[src/single_wire_sensor_pulse_decoder_core_macros.svh]
// Assertion helpers shared by the decoder modules.
// All of them sample on aclk and are disabled while aresetn is low.
`ifndef SINGLE_WIRE_SENSOR_PULSE_DECODER_CORE_MACROS_SVH
`define SINGLE_WIRE_SENSOR_PULSE_DECODER_CORE_MACROS_SVH

// Property that must hold at every edge.
`define SWSPD_ASSERT_ALWAYS(label, cond, msg) \
    label: assert property (@(posedge aclk) disable iff (!aresetn) (cond)) \
        else $error(msg);

// Same-cycle implication.
`define SWSPD_ASSERT_IMP(label, ante, cons, msg) \
    label: assert property (@(posedge aclk) disable iff (!aresetn) (ante) |-> (cons)) \
        else $error(msg);

// Next-cycle implication.
`define SWSPD_ASSERT_NEXT(label, ante, cons, msg) \
    label: assert property (@(posedge aclk) disable iff (!aresetn) (ante) |=> (cons)) \
        else $error(msg);

`endif

[src/swspd_pkg.sv]
`default_nettype none

package swspd_pkg;

    // Number of start positions tested for the start/sync pattern.
    localparam int unsigned SYNC_POSITIONS = 5;

    localparam int unsigned BIT_COUNT = 40;
    localparam int unsigned BIT_IDX_W = 6;
    localparam int unsigned EDGE_W    = 7;
    localparam int unsigned IVL_W     = 16;

    localparam logic [EDGE_W-1:0] EDGES_MIN = 7'd85;
    localparam logic [EDGE_W-1:0] EDGES_MAX = 7'd87;
    localparam logic [EDGE_W-1:0] EDGE_SAT  = 7'd127;

    // Interval k completes the test of start position k - SYNC_FIRST_POS.
    localparam logic [EDGE_W-1:0] SYNC_FIRST_POS = 7'd3;
    localparam logic [EDGE_W-1:0] SYNC_LAST_EXCL = EDGE_W'(3 + SYNC_POSITIONS);

    localparam logic [IVL_W-1:0] ZERO_HIGH_MIN = 16'd6;
    localparam logic [IVL_W-1:0] ONE_HIGH_MAX  = 16'd90;

    localparam logic [BIT_IDX_W-1:0] BIT_COUNT_V = BIT_IDX_W'(BIT_COUNT);
    localparam logic [BIT_IDX_W-1:0] BIT_TOP_V   = BIT_IDX_W'(BIT_COUNT - 1);

    localparam logic [IVL_W-1:0] RST_START_MIN     = 16'd19000;
    localparam logic [IVL_W-1:0] RST_START_MAX     = 16'd21000;
    localparam logic [IVL_W-1:0] RST_SYNC_MIN      = 16'd50;
    localparam logic [IVL_W-1:0] RST_SYNC_MAX      = 16'd100;
    localparam logic [IVL_W-1:0] RST_BIT_LOW_MIN   = 16'd30;
    localparam logic [IVL_W-1:0] RST_BIT_LOW_MAX   = 16'd70;
    localparam logic [IVL_W-1:0] RST_ZERO_HIGH_MAX = 16'd46;
    localparam logic [IVL_W-1:0] RST_ONE_HIGH_MIN  = 16'd50;

    // Queue between classifier and decoder.
    localparam int unsigned QUEUE_DEPTH = 2;
    localparam int unsigned QPTR_W      = (QUEUE_DEPTH > 1) ? $clog2(QUEUE_DEPTH) : 1;
    localparam int unsigned QCNT_W      = $clog2(QUEUE_DEPTH + 1);

    localparam logic CMD_INTERVAL = 1'b0;
    localparam logic CMD_END      = 1'b1;

    localparam int unsigned CFG_IDX_W = 4;

    typedef enum logic [CFG_IDX_W-1:0] {
        REG_START_MIN     = 4'd0,
        REG_START_MAX     = 4'd1,
        REG_SYNC_MIN      = 4'd2,
        REG_SYNC_MAX      = 4'd3,
        REG_BIT_LOW_MIN   = 4'd4,
        REG_BIT_LOW_MAX   = 4'd5,
        REG_ZERO_HIGH_MAX = 4'd6,
        REG_ONE_HIGH_MIN  = 4'd7
    } cfg_reg_e;

    typedef enum logic [2:0] {
        ERR_OK       = 3'd0,
        ERR_EDGES    = 3'd1,
        ERR_NO_SYNC  = 3'd2,
        ERR_TIMING   = 3'd3,
        ERR_CHECKSUM = 3'd4
    } err_e;

    typedef struct packed {
        logic             command;
        logic [IVL_W-1:0] interval_us;
    } in_t;

    typedef struct packed {
        logic [15:0]       humidity_raw;
        logic [15:0]       temperature_raw;
        logic [7:0]        checksum_rx;
        logic              frame_valid;
        logic [2:0]        error_code;
        logic [EDGE_W-1:0] edges_seen;
    } out_t;

    typedef struct packed {
        logic [IVL_W-1:0] start_min_us;
        logic [IVL_W-1:0] start_max_us;
        logic [IVL_W-1:0] sync_min_us;
        logic [IVL_W-1:0] sync_max_us;
        logic [IVL_W-1:0] bit_low_min_us;
        logic [IVL_W-1:0] bit_low_max_us;
        logic [IVL_W-1:0] zero_high_max_us;
        logic [IVL_W-1:0] one_high_min_us;
    } cfg_t;

    // Classified transaction passed from front to back.
    typedef struct packed {
        logic             is_end;
        logic [IVL_W-1:0] interval_us;
        logic             sync_ok;
        logic             zero_ok;
        logic             one_ok;
    } cls_t;

endpackage

`default_nettype wire

[src/single_wire_sensor_pulse_decoder_core.sv]
// Single-wire sensor pulse decoder.
// s_ channel: one transaction per edge interval (command 0, interval_us in
//   microseconds) or an end-of-capture marker (command 1).
// m_ channel: one transaction per end marker with humidity, raw temperature,
//   checksum byte, frame_valid, error_code and the edge count of the capture.
// cfg_ channel: 16-bit timing window registers, indexes 0..7; always ready,
//   unknown indexes ignored. Write only while no capture is in flight.
// Throughput: one transaction per cycle on s_ while s_ready is high. Each interval
//   is classified in the front register stage and applied by the back decoder.
// Result path: an end marker passes the front register, then a queue entry;
//   the back loads the output register on the cycle it pops the marker.
// Reset (aresetn low, synchronous): capture state cleared, timing windows
//   back to defaults, queue and output register empty.
// Stall: a result waits in the output register; intervals keep flowing past
//   it. A second end marker waits in the queue, the queue fills, and s_ready
//   drops until m_ready frees the output register.
`default_nettype none

module single_wire_sensor_pulse_decoder_core
    import swspd_pkg::*;
(
    input  wire logic                 aclk,
    input  wire logic                 aresetn,
    input  wire logic                 s_valid,
    output logic                      s_ready,
    input  wire in_t                  s_data,
    output logic                      m_valid,
    input  wire logic                 m_ready,
    output out_t                      m_data,
    input  wire logic                 cfg_valid,
    output logic                      cfg_ready,
    input  wire logic [CFG_IDX_W-1:0] cfg_index,
    input  wire logic [IVL_W-1:0]     cfg_data
);

    cfg_t cfg;
    logic f_valid;
    logic f_ready;
    cls_t f_data;
    logic q_valid;
    logic q_ready;
    cls_t q_data;

    // Timing window registers.
    swspd_cfg u_cfg (
        .aclk      (aclk),
        .aresetn   (aresetn),
        .cfg_valid (cfg_valid),
        .cfg_ready (cfg_ready),
        .cfg_index (cfg_index),
        .cfg_data  (cfg_data),
        .cfg       (cfg)
    );

    // Front: takes transactions and tags each interval against the windows.
    swspd_front u_front (
        .aclk    (aclk),
        .aresetn (aresetn),
        .cfg     (cfg),
        .s_valid (s_valid),
        .s_ready (s_ready),
        .s_data  (s_data),
        .f_valid (f_valid),
        .f_ready (f_ready),
        .f_data  (f_data)
    );

    // Decouples front from back so each side can stall on its own.
    swspd_queue u_queue (
        .aclk      (aclk),
        .aresetn   (aresetn),
        .in_valid  (f_valid),
        .in_ready  (f_ready),
        .in_data   (f_data),
        .out_valid (q_valid),
        .out_ready (q_ready),
        .out_data  (q_data)
    );

    // Back: sync search, bit decode, result build and output register.
    swspd_back u_back (
        .aclk    (aclk),
        .aresetn (aresetn),
        .cfg     (cfg),
        .q_valid (q_valid),
        .q_ready (q_ready),
        .q_data  (q_data),
        .m_valid (m_valid),
        .m_ready (m_ready),
        .m_data  (m_data)
    );

endmodule

`default_nettype wire

[src/swspd_cfg.sv]
`default_nettype none

module swspd_cfg
    import swspd_pkg::*;
(
    input  wire logic                 aclk,
    input  wire logic                 aresetn,
    input  wire logic                 cfg_valid,
    output logic                      cfg_ready,
    input  wire logic [CFG_IDX_W-1:0] cfg_index,
    input  wire logic [IVL_W-1:0]     cfg_data,
    output cfg_t                      cfg
);

    cfg_t cfg_reg;
    cfg_t cfg_next;

    assign cfg_ready = 1'b1;
    assign cfg      = cfg_reg;

    always_comb begin
        cfg_next = cfg_reg;
        if (cfg_valid) begin
            case (cfg_reg_e'(cfg_index))
                REG_START_MIN:     cfg_next.start_min_us     = cfg_data;
                REG_START_MAX:     cfg_next.start_max_us     = cfg_data;
                REG_SYNC_MIN:      cfg_next.sync_min_us      = cfg_data;
                REG_SYNC_MAX:      cfg_next.sync_max_us      = cfg_data;
                REG_BIT_LOW_MIN:   cfg_next.bit_low_min_us   = cfg_data;
                REG_BIT_LOW_MAX:   cfg_next.bit_low_max_us   = cfg_data;
                REG_ZERO_HIGH_MAX: cfg_next.zero_high_max_us = cfg_data;
                REG_ONE_HIGH_MIN:  cfg_next.one_high_min_us  = cfg_data;
                default:           cfg_next = cfg_reg;  // unknown index: dropped
            endcase
        end
    end

    always_ff @(posedge aclk) begin
        if (!aresetn) begin
            cfg_reg.start_min_us     <= RST_START_MIN;
            cfg_reg.start_max_us     <= RST_START_MAX;
            cfg_reg.sync_min_us      <= RST_SYNC_MIN;
            cfg_reg.sync_max_us      <= RST_SYNC_MAX;
            cfg_reg.bit_low_min_us   <= RST_BIT_LOW_MIN;
            cfg_reg.bit_low_max_us   <= RST_BIT_LOW_MAX;
            cfg_reg.zero_high_max_us <= RST_ZERO_HIGH_MAX;
            cfg_reg.one_high_min_us  <= RST_ONE_HIGH_MIN;
        end else begin
            cfg_reg <= cfg_next;
        end
    end

endmodule

`default_nettype wire

[src/swspd_front.sv]
`default_nettype none

module swspd_front
    import swspd_pkg::*;
(
    input  wire logic aclk,
    input  wire logic aresetn,
    input  wire cfg_t cfg,
    input  wire logic s_valid,
    output logic      s_ready,
    input  wire in_t  s_data,
    output logic      f_valid,
    input  wire logic f_ready,
    output cls_t      f_data
);

    logic f_valid_reg;
    logic f_valid_next;
    cls_t f_data_reg;
    cls_t cls;

    // Comparisons that depend only on the new interval.
    always_comb begin
        cls.is_end      = (s_data.command == CMD_END);
        cls.interval_us = s_data.interval_us;
        cls.sync_ok     = (s_data.interval_us > cfg.sync_min_us) &&
                          (s_data.interval_us < cfg.sync_max_us);
        cls.zero_ok     = (s_data.interval_us >= ZERO_HIGH_MIN) &&
                          (s_data.interval_us <= cfg.zero_high_max_us);
        cls.one_ok      = (s_data.interval_us >= cfg.one_high_min_us) &&
                          (s_data.interval_us <= ONE_HIGH_MAX);
    end

    assign s_ready = !f_valid_reg || f_ready;
    assign f_valid = f_valid_reg;
    assign f_data  = f_data_reg;

    always_comb begin
        f_valid_next = f_valid_reg;
        if (s_valid && s_ready) begin
            f_valid_next = 1'b1;
        end else if (f_ready) begin
            f_valid_next = 1'b0;
        end
    end

    always_ff @(posedge aclk) begin
        if (!aresetn) begin
            f_valid_reg <= 1'b0;
        end else begin
            f_valid_reg <= f_valid_next;
        end
    end

    always_ff @(posedge aclk) begin
        if (s_valid && s_ready) begin
            f_data_reg <= cls;
        end
    end

endmodule

`default_nettype wire

[src/swspd_queue.sv]
`default_nettype none

module swspd_queue
    import swspd_pkg::*;
(
    input  wire logic aclk,
    input  wire logic aresetn,
    input  wire logic in_valid,
    output logic      in_ready,
    input  wire cls_t in_data,
    output logic      out_valid,
    input  wire logic out_ready,
    output cls_t      out_data
);

    cls_t              mem [QUEUE_DEPTH];
    logic [QPTR_W-1:0] wr_ptr_reg, wr_ptr_next;
    logic [QPTR_W-1:0] rd_ptr_reg, rd_ptr_next;
    logic [QCNT_W-1:0] count_reg, count_next;
    logic              push;
    logic              pop;

    assign in_ready  = (count_reg != QCNT_W'(QUEUE_DEPTH));
    assign out_valid = (count_reg != '0);
    assign out_data  = mem[rd_ptr_reg];
    assign push      = in_valid && in_ready;
    assign pop       = out_valid && out_ready;

    always_comb begin
        wr_ptr_next = wr_ptr_reg;
        rd_ptr_next = rd_ptr_reg;
        count_next  = count_reg;
        if (push) begin
            wr_ptr_next = (wr_ptr_reg == QPTR_W'(QUEUE_DEPTH - 1)) ? '0 : wr_ptr_reg + 1'b1;
        end
        if (pop) begin
            rd_ptr_next = (rd_ptr_reg == QPTR_W'(QUEUE_DEPTH - 1)) ? '0 : rd_ptr_reg + 1'b1;
        end
        case ({push, pop})
            2'b10:   count_next = count_reg + 1'b1;
            2'b01:   count_next = count_reg - 1'b1;
            default: count_next = count_reg;
        endcase
    end

    always_ff @(posedge aclk) begin
        if (!aresetn) begin
            wr_ptr_reg <= '0;
            rd_ptr_reg <= '0;
            count_reg  <= '0;
        end else begin
            wr_ptr_reg <= wr_ptr_next;
            rd_ptr_reg <= rd_ptr_next;
            count_reg  <= count_next;
        end
    end

    always_ff @(posedge aclk) begin
        if (push) begin
            mem[wr_ptr_reg] <= in_data;
        end
    end

endmodule

`default_nettype wire

[src/swspd_back.sv]
`default_nettype none

`include "single_wire_sensor_pulse_decoder_core_macros.svh"

module swspd_back
    import swspd_pkg::*;
(
    input  wire logic aclk,
    input  wire logic aresetn,
    input  wire cfg_t cfg,
    input  wire logic q_valid,
    output logic      q_ready,
    input  wire cls_t q_data,
    output logic      m_valid,
    input  wire logic m_ready,
    output out_t      m_data
);

    logic [IVL_W-1:0]     recent0_reg, recent0_next;
    logic [IVL_W-1:0]     recent1_reg, recent1_next;
    logic [IVL_W-1:0]     recent2_reg, recent2_next;
    logic [EDGE_W-1:0]    edge_count_reg, edge_count_next;
    logic                 sync_found_reg, sync_found_next;
    logic [BIT_COUNT-1:0] bits_reg, bits_next;      // MSB-aligned decoded bits
    logic [BIT_IDX_W-1:0] bit_index_reg, bit_index_next;
    logic [IVL_W-1:0]     pending_low_reg, pending_low_next;
    logic                 phase_high_reg, phase_high_next;
    logic                 timing_err_reg, timing_err_next;
    logic                 m_valid_reg, m_valid_next;
    out_t                 m_data_reg, m_data_next;

    logic                 out_free;
    logic                 pop;
    logic                 pop_end;
    logic                 pop_ivl;
    logic                 in_window;
    logic                 pattern_ok;
    logic                 low_ok;
    logic                 is_zero;
    logic                 is_one;
    logic [BIT_IDX_W-1:0] bit_pos;
    logic [7:0]           sum;
    err_e                 err;

    assign out_free = !m_valid_reg || m_ready;
    assign q_ready  = !q_data.is_end || out_free;
    assign pop      = q_valid && q_ready;
    assign pop_end  = pop && q_data.is_end;
    assign pop_ivl  = pop && !q_data.is_end;
    assign m_valid  = m_valid_reg;
    assign m_data   = m_data_reg;

    assign in_window  = (edge_count_reg >= SYNC_FIRST_POS) && (edge_count_reg < SYNC_LAST_EXCL);
    assign pattern_ok = (recent2_reg > cfg.start_min_us) && (recent2_reg < cfg.start_max_us) &&
                        (recent0_reg > cfg.sync_min_us) && (recent0_reg < cfg.sync_max_us) &&
                        q_data.sync_ok;
    assign low_ok     = (pending_low_reg >= cfg.bit_low_min_us) &&
                        (pending_low_reg <= cfg.bit_low_max_us);
    assign is_zero    = low_ok && q_data.zero_ok;
    assign is_one     = low_ok && q_data.one_ok && !q_data.zero_ok;
    assign bit_pos    = BIT_TOP_V - bit_index_reg;

    // Result of an end command.
    assign sum = 8'(bits_reg[39:32] + bits_reg[31:24] + bits_reg[23:16] + bits_reg[15:8]);

    always_comb begin
        if (edge_count_reg < EDGES_MIN || edge_count_reg > EDGES_MAX) begin
            err = ERR_EDGES;
        end else if (!sync_found_reg) begin
            err = ERR_NO_SYNC;
        end else if (timing_err_reg || bit_index_reg < BIT_COUNT_V) begin
            err = ERR_TIMING;
        end else if (sum != bits_reg[7:0]) begin
            err = ERR_CHECKSUM;
        end else begin
            err = ERR_OK;
        end
    end

    always_comb begin
        recent0_next     = recent0_reg;
        recent1_next     = recent1_reg;
        recent2_next     = recent2_reg;
        edge_count_next  = edge_count_reg;
        sync_found_next  = sync_found_reg;
        bits_next        = bits_reg;
        bit_index_next   = bit_index_reg;
        pending_low_next = pending_low_reg;
        phase_high_next  = phase_high_reg;
        timing_err_next  = timing_err_reg;
        m_valid_next     = m_valid_reg;
        m_data_next      = m_data_reg;

        if (m_ready) begin
            m_valid_next = 1'b0;
        end

        if (pop_ivl) begin
            if (edge_count_reg != EDGE_SAT) begin
                edge_count_next = edge_count_reg + 1'b1;
            end
            if (!sync_found_reg) begin
                if (in_window && pattern_ok) begin
                    sync_found_next = 1'b1;
                    bit_index_next  = '0;
                    phase_high_next = 1'b0;
                    bits_next       = '0;
                end
                recent2_next = recent1_reg;
                recent1_next = recent0_reg;
                recent0_next = q_data.interval_us;
            end else if (bit_index_reg < BIT_COUNT_V) begin
                if (!phase_high_reg) begin
                    pending_low_next = q_data.interval_us;
                    phase_high_next  = 1'b1;
                end else begin
                    bits_next[bit_pos] = is_one;
                    if (!is_zero && !is_one) begin
                        timing_err_next = 1'b1;
                    end
                    bit_index_next  = bit_index_reg + 1'b1;
                    phase_high_next = 1'b0;
                end
            end
        end

        if (pop_end) begin
            m_valid_next                = 1'b1;
            m_data_next.frame_valid     = (err == ERR_OK);
            m_data_next.error_code      = err;
            m_data_next.edges_seen      = edge_count_reg;
            if (err == ERR_EDGES || err == ERR_NO_SYNC) begin
                m_data_next.humidity_raw    = '0;
                m_data_next.temperature_raw = '0;
                m_data_next.checksum_rx     = '0;
            end else begin
                m_data_next.humidity_raw    = bits_reg[39:24];
                m_data_next.temperature_raw = bits_reg[23:8];
                m_data_next.checksum_rx     = bits_reg[7:0];
            end
            recent0_next     = '0;
            recent1_next     = '0;
            recent2_next     = '0;
            edge_count_next  = '0;
            sync_found_next  = 1'b0;
            bits_next        = '0;
            bit_index_next   = '0;
            pending_low_next = '0;
            phase_high_next  = 1'b0;
            timing_err_next  = 1'b0;
        end
    end

    always_ff @(posedge aclk) begin
        if (!aresetn) begin
            recent0_reg     <= '0;
            recent1_reg     <= '0;
            recent2_reg     <= '0;
            edge_count_reg  <= '0;
            sync_found_reg  <= 1'b0;
            bits_reg        <= '0;
            bit_index_reg   <= '0;
            pending_low_reg <= '0;
            phase_high_reg  <= 1'b0;
            timing_err_reg  <= 1'b0;
            m_valid_reg     <= 1'b0;
        end else begin
            recent0_reg     <= recent0_next;
            recent1_reg     <= recent1_next;
            recent2_reg     <= recent2_next;
            edge_count_reg  <= edge_count_next;
            sync_found_reg  <= sync_found_next;
            bits_reg        <= bits_next;
            bit_index_reg   <= bit_index_next;
            pending_low_reg <= pending_low_next;
            phase_high_reg  <= phase_high_next;
            timing_err_reg  <= timing_err_next;
            m_valid_reg     <= m_valid_next;
        end
    end

    always_ff @(posedge aclk) begin
        m_data_reg <= m_data_next;
    end

    `SWSPD_ASSERT_ALWAYS(a_bit_index_range, bit_index_reg <= BIT_COUNT_V, "bit index past 40")
    `SWSPD_ASSERT_IMP(a_high_needs_sync, phase_high_reg, sync_found_reg, "high phase without sync")
    `SWSPD_ASSERT_NEXT(a_end_gives_result, pop_end, m_valid_reg, "end command lost its result")
    `SWSPD_ASSERT_IMP(a_valid_matches_err, m_valid_reg,
        m_data_reg.frame_valid == (m_data_reg.error_code == ERR_OK), "frame_valid mismatch")

endmodule

`default_nettype wire
[config.mk]
export PLATFORM = sky130hd
export DESIGN_NAME = single_wire_sensor_pulse_decoder_core
export DESIGN_NICKNAME = d
export VERILOG_FILES = /design/src/swspd_pkg.sv /design/src/single_wire_sensor_pulse_decoder_core.sv /design/src/swspd_cfg.sv /design/src/swspd_front.sv /design/src/swspd_queue.sv /design/src/swspd_back.sv
export VERILOG_INCLUDE_DIRS = /design/src /design/src/src
export SDC_FILE = /design/constraint.sdc
export NUM_CORES = 1
export LEC_CHECK = 0
export ABC_AREA = 1
export ABC_CLOCK_PERIOD_IN_PS = 4700
export BUFFER_PORTS_ARGS = -buffer_cell sky130_fd_sc_hd__buf_2
export CAP_MARGIN = 20
export CORE_MARGIN = 2
export CORE_UTILIZATION = 56
export CTS_CLUSTER_DIAMETER = 60
export CTS_CLUSTER_SIZE = 40
export DETAILED_ROUTE_END_ITERATION = 10
export HOLD_SLACK_MARGIN = 0.02
export MAX_ROUTING_LAYER = met4
export PLACE_DENSITY = 0.77
export REMOVE_ABC_BUFFERS = 1
export SYNTH_ARGS = -nofsm -noshare
export SYNTH_HDL_FRONTEND = slang
export SYNTH_SLANG_ARGS = --single-unit
[constraint.sdc]
create_clock -name aclk -period 4.7 [get_ports aclk]
set_input_delay 1.41 -clock aclk [delete_from_list [all_inputs] [get_ports aclk]]
set_output_delay 1.41 -clock aclk [all_outputs]
set_load 0.02 [all_outputs]
==> flow_metrics.py, run 1 <==
metrics = {
    "run_status": {
        "outcome": "completed",
    },
    "grt": {
        "grt_util_all_layers": 0.267,
        "grt-ovfl-total": 0,
        "antenna_found_initial": 0,
        "grt_pass1_wl_microns": 70200,
        "grt_pass1_vias": 13800,
        "grt_max_degree": 81,
    },
    "synth": {
        "synth_seq_area_share": 0.465,
        "ys_warn_count": 0,
        "ys_seq_elements": 366,
        "synthesis.area_sq_um": 18200,
        "synthCells": 2098,
        "synth.distinct_cells": 43,
        "synth_area_per_cell_sq_um": 8.66,
    },
    "floorplan": {
        "row_count": 65,
        "die_height_microns": 184,
        "initial_core_util": 0.573,
        "die_w_microns": 184,
        "io_pins": 96,
        "dieArea_sq_um": 33900,
        "coreArea_sq_um": 31700,
    },
    "place": {
        "placed_area_sq_um": 18800,
        "place.gp.congestion": 0.866,
        "dp.cells": 2522,
        "dp_hpwl_microns": 30600,
        "portBuffers": 94,
    },
    "layout": {
        "layout_commonest_cell": "a21oi_1",
        "fillers": 2682,
        "post_route_cells_drive_above_1_share": 0.0877,
        "diodes": 0,
        "fin_area_sq_um": 20000,
        "final_util": 0.629,
        "instances_no_fill": 2580,
        "nNetsFinal": 2379,
        "regArea_sq_um": 8440,
        "syn2layout_area_growth_pct": 9.88,
        "multi_input_area_sq_um": 8280,
        "final_cell_mix": "a21oi_1, nand2_1, inv_1, dfxtp_1, o21ai_0",
        "largest_register_ff_count": 128,
    },
    "setup_path": {
        "start_kind": "flop",
        "slowest_stage": "fa_1",
        "crit_arrival_ns": 3.78,
        "critPathMaxStageDelay_ns": 0.54,
        "cp_cell_sequence": "fa_1 > inv_1 > fa_1 > inv_1 > ha_1 > fa_1 > xnor2_1 > xor2_1 > nor4_1 > o21ai_0 > nor3_1 > nand3_1 > nor2_1 > nor2_1",
        "path_class": "flop to flop",
        "cp_top_family": "adder cells",
        "path_buf_inv": 2,
        "endpoint_kind": "flop",
        "cp_max_fo": 3,
        "crit_required_ns": 5.04,
        "timing.critical_path.mode_cell": "fa_1",
    },
    "timing": {
        "max_freq_ghz": 0.291,
        "slew_viol_final": 0,
        "rsz0062_at_grt": "no",
        "tightest_slew_ns": 1.02,
        "max_slew_margin": 0.317,
        "fin_skew_ns": 0.0189,
        "setup_viol": 0,
        "hold_viol_final": 0,
        "fin_crit_sh": 0.732,
        "whs_ns": 0.444,
        "period_needed_ns": 3.44,
    },
    "clock_tree": {
        "cts_root_buffer": "clkbuf_16",
        "cts_resized": 0,
        "clock_sink_count": 366,
        "htree_levels": 1,
        "clk_latency_ns": 0.58,
        "post-cts-setup-buffers": 0,
        "hold_buffers": 0,
        "cts_tree": "done",
        "cts_buffers": 30,
        "clockBufferDepth": 3,
        "clkTransAtPathRegs_ns": 0.08,
    },
    "pwr": {
        "pwr-share-comb": 0.215,
        "clkPwrFrac": 0.327,
        "power_switching_uw": 2750,
        "p_per_area_nw_per_um2": 411,
        "ir_worst_vdd_uv": 326,
        "p_leak_uw": 0.00801,
        "finalPower_uw": 8200,
        "swShare": 0.335,
        "p_seq_frac": 0.458,
        "p_int_uw": 5450,
    },
    "drt": {
        "first_pass_iters": 7,
        "ant_nets": 0,
        "wire_per_inst_microns": 16.9,
        "drcViolationCount": 0,
        "drtIter0Drc": 1407,
        "via_count": 14700,
        "vias_per_cell": 5.70,
        "wl_microns": 43600,
    },
    "flow_run": {
        "max_cap_viol_count": 0,
    },
    "min_path": {
        "hp-class": "flop to flop",
    },
}
==> path summary, 6_finish.rpt <==
| check | start | end | slack, ns | depth (start not counted) |
|---|---|---|---|---|
| min | u_front.f_data[10] | u_queue.mem[1][10] | 0.44 | 0 |
| max reg2reg | u_back.bits_reg[9] | u_back.m_data[9] | 1.26 | 14 |
| min reg2reg | u_front.f_data[10] | u_queue.mem[1][10] | 0.44 | 0 |
| max | u_back.bits_reg[9] | u_back.m_data[9] | 1.26 | 14 |
==> cell usage after synthesis (all sizes together) <==
cell | instances | share of area
a21oi | 305 | 0.084
nand2 | 296 | 0.061
inv | 269 | 0.056
dfxtp | 255 | 0.28
o21ai | 223 | 0.061
ha | 169 | 0.12
nor2 | 137 | 0.029
edfxtp | 111 | 0.18
nand4 | 95 | 0.033
clkbuf | 55 | 0.011
buf | 35 | 0.013
nor3 | 26 | 0.0099
nand3 | 24 | 0.0069
mux2i | 17 | 0.0094
fa | 14 | 0.015
o211ai | 14 | 0.0058
xor2 | 13 | 0.0063
xnor2 | 8 | 0.0039
o21a | 7 | 0.0029
a211oi | 5 | 0.0021
or2 | 4 | 0.0014
o221ai | 3 | 0.0014
a21o | 2 | 0.00083
nor4 | 2 | 0.00069
o2111ai | 2 | 0.00096
a2111oi | 1 | 0.00048
a21boi | 1 | 0.00041
a32oi | 1 | 0.00048
clkinv | 1 | 0.00021
conb | 1 | 0.00021
o31ai | 1 | 0.00041
or4 | 1 | 0.00041
==> kinds of logic after synthesis <==
group,share of synthesized area
simple gates,0.142
compound gates,0.161
flops,0.465
buf+inv,0.0804
fa+ha+maj,0.132
xor+xnor,0.0101
mux,0.00937
other cells,0.000206
==> area by class of cell <==
cell class,count,area share
Tap cell,402,0.0252
Clock inverter,24,0.0147
Inverter,270,0.0508
Multi-Input combinational cell,1372,0.415
Sequential cell,366,0.423
Timing Repair Buffer,114,0.0325
Clock buffer,32,0.0391
==> metrics by stage <==
step	setup TNS, ns	setup slack [ns]
final	0	1.26
after global routing	0	1.01
after CTS	0	1.25
after detailed placement	0	1.26
after global placement	0	1.38
after floorplan	-52.49	-0.779
==> power groups by stage <==
stage	clock network, uW	logic (uW)	registers [uW]
after floorplan	0	962	3970
after global placement	0	1660	3810
after detailed placement	0	1720	3830
after CTS	2720	1740	3760
after global routing	2840	1980	3780
final	2690	1760	3760
==> layer usage <==
| layer | wire (microns) | vias to the layer above | part of all wire | GRT usage |
|---|---|---|---|---|
| met5 | 0 | - | 0 | - |
| met4 | 996 | 0 | 0.023 | 0.0701 |
| met3 | 2550 | 76 | 0.059 | 0.0348 |
| met2 | 20400 | 446 | 0.47 | 0.437 |
| met1 | 19600 | 6909 | 0.45 | 0.351 |
| li1 | - | 7277 | - | - |
Note: power is estimated with default switching activity, not from simulation.
==> inputs of run 2 (changes only) <==
--- a/config.mk
+++ b/config.mk
@@ -6,18 +6,18 @@
 export SDC_FILE = /design/constraint.sdc
 export NUM_CORES = 1
 export LEC_CHECK = 0
-export ABC_AREA = 1
-export ABC_CLOCK_PERIOD_IN_PS = 4700
+export ABC_AREA = 0
+export ABC_CLOCK_PERIOD_IN_PS = 3300
 export BUFFER_PORTS_ARGS = -buffer_cell sky130_fd_sc_hd__buf_2
 export CAP_MARGIN = 20
 export CORE_MARGIN = 2
-export CORE_UTILIZATION = 56
+export CORE_UTILIZATION = 60
 export CTS_CLUSTER_DIAMETER = 60
 export CTS_CLUSTER_SIZE = 40
 export DETAILED_ROUTE_END_ITERATION = 10
 export HOLD_SLACK_MARGIN = 0.02
 export MAX_ROUTING_LAYER = met4
-export PLACE_DENSITY = 0.77
+export PLACE_DENSITY = 0.78
 export REMOVE_ABC_BUFFERS = 1
 export SYNTH_ARGS = -nofsm -noshare
 export SYNTH_HDL_FRONTEND = slang
==> constraint.sdc (replaced) <==
create_clock -name aclk -period 3.3 [get_ports aclk]
set_input_delay 0.99 -clock aclk [delete_from_list [all_inputs] [get_ports aclk]]
set_output_delay 0.99 -clock aclk [all_outputs]
set_load 0.02 [all_outputs]
==> flow_metrics.py, run 2 <==
metrics = {
    "timing": {
        "tightest_slew_ns": 1.05,
        "max_freq_ghz": 0.308,
        "setup_viol": 0,
        "setup-tns-final_ns": 0,
        "fin_crit_sh": 0.985,
        "whs_ns": 0.451,
        "rsz0062_at_grt": "yes",
        "hold_viol_final": 0,
        "max_slew_margin": 0.303,
        "fin_skew_ns": 0.0184,
        "slew_viol_final": 0,
        "period_needed_ns": 3.25,
    },
    "synth": {
        "synth.top_cell.area_share": 0.282,
        "synthCells": 1894,
        "synth_flop_cell": "dfxtp_1",
        "synthArstFlopShare": 0,
        "synth_area_leaders": "dfxtp_1, edfxtp_1, ha_1",
        "ys_seq_elements": 366,
        "synthesis.area_sq_um": 18100,
        "synth_top_area_cell": "dfxtp_1",
        "synth_enable_flop_cells": 111,
        "synth_seq_area_share": 0.466,
        "yosysMostFrequentCell": "nand2_1",
        "synth_area_per_cell_sq_um": 9.55,
        "ys_top_cells_by_count": "nand2_1, dfxtp_1, ha_1",
        "synth.distinct_cells": 66,
        "ys_warn_count": 0,
    },
    "setup_path": {
        "cp-startpoint": "u_back.bits_reg[9]",
        "cp_cell_sequence": "fa_1 > inv_1 > fa_1 > inv_2 > ha_4 > fa_2 > buf_6 > a21oi_2 > nor2_2 > nor2_4 > o21ai_2 > xnor2_2 > nor3_2 > nor2_1",
        "slowest_stage": "fa_1",
        "start_kind": "flop",
        "crit_arrival_ns": 3.59,
        "cp_max_fo": 2,
        "path_class": "flop to flop",
        "endpoint_kind": "flop",
        "critPathMaxStageDelay_ns": 0.52,
        "timing.critical_path.mode_cell": "fa_1",
        "rr_startpoint": "u_back.bits_reg[9]",
        "crit_required_ns": 3.64,
    },
    "run_status": {
        "outcome": "completed",
    },
    "grt": {
        "grt_pass1_wl_microns": 72400,
        "grt_pass1_vias": 13800,
        "grt-ovfl-total": 0,
        "grt_util_all_layers": 0.302,
        "antenna_found_initial": 1,
        "grt_max_degree": 137,
    },
    "pwr": {
        "p_per_area_nw_per_um2": 560,
        "finalPower_uw": 11200,
        "ir_worst_vdd_uv": 582,
        "p_leak_uw": 0.00774,
    },
    "flow_run": {
        "max_cap_viol_count": 0,
    },
    "place": {
        "dp_hpwl_microns": 32500,
        "portBuffers": 94,
        "place.gp.congestion": 0.931,
    },
    "clock_tree": {
        "cts_root_buffer": "clkbuf_16",
        "clk_latency_ns": 0.58,
        "clockBufferDepth": 3,
        "cts_tree": "done",
        "clock_sink_count": 366,
        "cts_buffers": 29,
        "htree_levels": 1,
        "clkTransAtPathRegs_ns": 0.10,
    },
    "drt": {
        "vias_per_cell": 6.00,
        "wl_microns": 45800,
        "drcViolationCount": 0,
        "via_count": 14200,
        "drtIter0Drc": 1200,
        "ant_nets": 0,
        "first_pass_iters": 5,
        "wire_per_inst_microns": 19.4,
    },
    "floorplan": {
        "die_w_microns": 178,
        "initial_core_util": 0.611,
        "coreArea_sq_um": 29600,
        "row_count": 63,
        "io_pins": 96,
        "die_height_microns": 178,
        "dieArea_sq_um": 31600,
    },
    "min_path": {
        "hp-class": "flop to flop",
        "hp-start": "u_front.f_data[16]",
    },
    "layout": {
        "final_cell_mix": "nand2_1, dfxtp_1, ha_1, inv_1, edfxtp_1",
        "layout_commonest_cell": "nand2_1",
        "nNetsFinal": 2172,
        "final_util": 0.678,
        "post_route_cells_drive_above_1_share": 0.102,
        "fillers": 2318,
        "syn2layout_area_growth_pct": 11.1,
        "largest_register_ff_count": 128,
    },
}
==> run 2: cell count changes in the layout (fill, tap and decap cells not counted), sizes merged, moves of 45 or more <==
| cell | before | now |
|---|---|---|
| and2 | 0 | 45 |
| nand4 | 95 | 25 |
| nor2 | 137 | 74 |
| a21boi | 1 | 100 |
| nand2 | 296 | 345 |
| o21ai | 223 | 71 |
| a21oi | 305 | 84 |
| inv | 280 | 158 |
==> run 2: final cells by class <==
cell class | instances | area, sq um | area share
Antenna cell | 3 | 7.51 | 0.000374
Clock buffer | 30 | 729 | 0.0363
Clock inverter | 23 | 393 | 0.0195
Inverter | 149 | 559 | 0.0278
Multi-Input combinational cell | 1283 | 8770 | 0.437
Sequential cell | 366 | 8440 | 0.420
Tap cell | 390 | 488 | 0.0243
Timing Repair Buffer | 118 | 707 | 0.0352
==> run 2: kinds of logic (layout without fill, tap and decap cells) <==
| family | count (synthesis) | in the layout | synth area share |
|---|---|---|---|
| AO/OA/AOI/OAI | 451 | 451 | 0.171 |
| XOR/XNOR | 31 | 31 | 0.0150 |
| adder cells (fa/ha/maj) | 183 | 183 | 0.132 |
| buffers and inverters | 245 | 320 | 0.0546 |
| flip-flops | 366 | 366 | 0.466 |
| multiplexers | 20 | 20 | 0.0111 |
| other | 1 | 4 | 0.000207 |
| AND/OR/NAND/NOR | 597 | 597 | 0.150 |
==> run 2: final timing paths <==
| kind | to | slack (ns) | cells past startpoint |
|---|---|---|---|
| max | u_back.m_data[9] | 0.05 | 14 |
| min | u_queue.mem[1][16] | 0.45 | 0 |
| max reg2reg | u_back.m_data[9] | 0.05 | 14 |
| min reg2reg | u_queue.mem[1][16] | 0.45 | 0 |
==> run 2: power breakdown <==
group | total (uW) | switching (uW) | leakage, uW | internal (uW)
logic | 2060 | 1370 | 0.00410 | 691
registers | 5230 | 227 | 0.00311 | 5000
clock network | 3960 | 2000 | 0.000529 | 1960
total | 11200 | 3600 | 0.00774 | 7650
==> run 2: critical path, delay by kind of cell (launching register included) <==
family,cells,cell delay [ns]
flops,1,0.34
fa+ha+maj,4,1.58
compound gates,2,0.22
simple gates,4,0.47
xor+xnor,1,0.16
buf+inv,3,0.24
==> run 2: metrics by stage <==
step / cells / area (sq um) / setup WS (ns)
floorplan: 1798 / 17700 / -4.31
global placement: 2306 / 18900 / -0.0351
detailed placement: 2306 / 18900 / -0.111
CTS: 2359 / 20000 / -0.0183
global route: 2362 / 20100 / -0.0466
finish: 2362 / 20100 / 0.0484
==> run 2: layer usage <==
layer / global-route usage / share of wire
met1: 0.373 / 0.41
met4: 0.122 / 0.049
met5: - / 0
met3: 0.0388 / 0.066
met2: 0.502 / 0.48
==> run 2: timing repair <==
action	4_1_cts	5_1_grt
setup endpoints to repair	2	2
hold buffers	0	0
pin swaps	2	12
buffers inserted	0	0
gates resized for setup	3	13
==> inputs of run 3 (changes only) <==
--- a/config.mk
+++ b/config.mk
@@ -12,6 +12,7 @@
 export CAP_MARGIN = 20
 export CORE_MARGIN = 2
 export CORE_UTILIZATION = 60
+export CTS_BUF_LIST = sky130_fd_sc_hd__clkbuf_16
 export CTS_CLUSTER_DIAMETER = 60
 export CTS_CLUSTER_SIZE = 40
 export DETAILED_ROUTE_END_ITERATION = 10
==> flow_metrics.py, run 3 (same netlist as run 2, synthesis figures left out) <==
metrics = {
    "pwr": {
        "ir_worst_vdd_uv": 581,
        "finalPower_uw": 11200,
        "p_per_area_nw_per_um2": 560,
        "p_leak_uw": 0.00774,
    },
    "timing": {
        "period_needed_ns": 3.25,
        "max_freq_ghz": 0.308,
        "hold_viol_final": 0,
        "fin_skew_ns": 0.0183,
        "setup_viol": 0,
        "fin_crit_sh": 0.985,
        "max_slew_margin": 0.310,
        "rsz0062_at_grt": "yes",
        "slew_viol_final": 0,
        "tightest_slew_ns": 1.04,
    },
    "place": {
        "dp.cells": 2306,
        "place.gp.congestion": 0.931,
        "placed_area_sq_um": 18900,
        "dp_hpwl_microns": 32500,
        "portBuffers": 94,
    },
    "setup_path": {
        "timing.critical_path.mode_cell": "fa_1",
        "critPathMaxStageDelay_ns": 0.52,
        "crit_arrival_ns": 3.59,
        "endpoint_kind": "flop",
        "cp_max_fo": 2,
        "start_kind": "flop",
        "slowest_stage": "fa_1",
        "cp_cell_sequence": "fa_1 > inv_1 > fa_1 > inv_2 > ha_4 > fa_2 > buf_6 > a21oi_2 > nor2_2 > nor2_4 > o21ai_2 > xnor2_2 > nor3_2 > nor2_1",
        "path_buf_inv": 3,
        "crit_required_ns": 3.64,
        "cp_top_family": "adder cells",
        "path_class": "flop to flop",
    },
    "clock_tree": {
        "clock_sink_count": 366,
        "htree_levels": 1,
        "clockBufferDepth": 3,
        "cts_root_buffer": "clkbuf_16",
        "cts_tree": "done",
        "clkTransAtPathRegs_ns": 0.10,
        "post-cts-setup-buffers": 0,
        "clk_latency_ns": 0.58,
        "cts_buffers": 29,
    },
    "flow_run": {
        "max_cap_viol_count": 0,
    },
    "floorplan": {
        "dieArea_sq_um": 31600,
        "io_pins": 96,
        "coreArea_sq_um": 29600,
        "die_w_microns": 178,
        "die_height_microns": 178,
        "initial_core_util": 0.611,
        "row_count": 63,
    },
    "drt": {
        "drtIter0Drc": 1199,
        "ant_nets": 0,
        "drcViolationCount": 0,
        "first_pass_iters": 5,
        "wl_met1_microns": 18700,
        "vias_per_cell": 5.98,
        "wire_per_inst_microns": 19.4,
        "topRoutingLayerUsed": "met4",
        "wl_met2_microns": 21900,
        "wl_met3_microns": 3010,
        "via_count": 14100,
        "wl_microns": 45800,
    },
    "layout": {
        "layout_commonest_cell": "nand2_1",
        "largest_register_ff_count": 128,
        "final_cell_mix": "nand2_1, dfxtp_1, ha_1, inv_1, edfxtp_1",
        "fillers": 2318,
        "nNetsFinal": 2172,
        "fin_area_sq_um": 20100,
        "post_route_cells_drive_above_1_share": 0.102,
        "final_util": 0.678,
        "instances_no_fill": 2362,
        "syn2layout_area_growth_pct": 11.1,
    },
    "grt": {
        "grt_pass1_vias": 13800,
        "grt_util_all_layers": 0.302,
        "grt_max_degree": 137,
        "grt_pass1_wl_microns": 72400,
        "grt-ovfl-total": 0,
        "antenna_found_initial": 1,
    },
    "min_path": {
        "hp-class": "flop to flop",
    },
    "run_status": {
        "outcome": "completed",
    },
}
==> run 3: changes by cell type in the layout (fill, tap and decap cells not counted), sizes merged <==
cell    before  now
clkbuf      30   29
inv        158  159
==> run 3: area by class of cell <==
| cell class | instances | area, sq um | area share |
|---|---|---|---|
| Clock inverter | 24 | 397 | 0.0197 |
| Inverter | 149 | 559 | 0.0278 |
| Multi-Input combinational cell | 1283 | 8770 | 0.437 |
| Antenna cell | 3 | 7.51 | 0.000374 |
| Timing Repair Buffer | 118 | 707 | 0.0352 |
| Clock buffer | 29 | 726 | 0.0361 |
| Tap cell | 390 | 488 | 0.0243 |
| Sequential cell | 366 | 8440 | 0.420 |
==> run 3: final timing paths <==
kind | slack (ns) | from | end | cells past startpoint
max | 0.05 | u_back.bits_reg[9] | u_back.m_data[9] | 14
min | 0.45 | u_front.f_data[16] | u_queue.mem[1][16] | 0
max reg2reg | 0.05 | u_back.bits_reg[9] | u_back.m_data[9] | 14
min reg2reg | 0.45 | u_front.f_data[16] | u_queue.mem[1][16] | 0
==> run 3: timing repair <==
| item | in CTS | in global routing |
|---|---|---|
| setup endpoints to repair | 2 | 2 |
| endpoints found under the hold margin | 0 | 0 |
| cloned | 0 | 0 |
| hold buffers | 0 | 0 |
| resized for setup | 3 | 13 |
| pin swaps | 2 | 12 |
==> run 3: metal layers <==
layer | GRT usage | vias to the layer above
met5 | - | -
met1 | 0.373 | 6735
met3 | 0.0388 | 151
li1 | - | 6737
met4 | 0.122 | 0
met2 | 0.502 | 510
==> run 3: report_power, final <==
group	switching, uW	internal, uW
Sequential	227	5000
Clock	2000	1950
Combinational	1370	691
==> run 3: through the flow <==
step / hold WS (ns) / worst slack, ns / TNS [ns]
final: 0.451 / 0.0484 / 0
after global routing: 0.462 / -0.0466 / -0.0466
after CTS: 0.453 / -0.0183 / -0.0284
after detailed placement: 0.433 / -0.111 / -0.199
after global placement: 0.423 / -0.0351 / -0.0351
after floorplan: 0.421 / -4.31 / -583.42
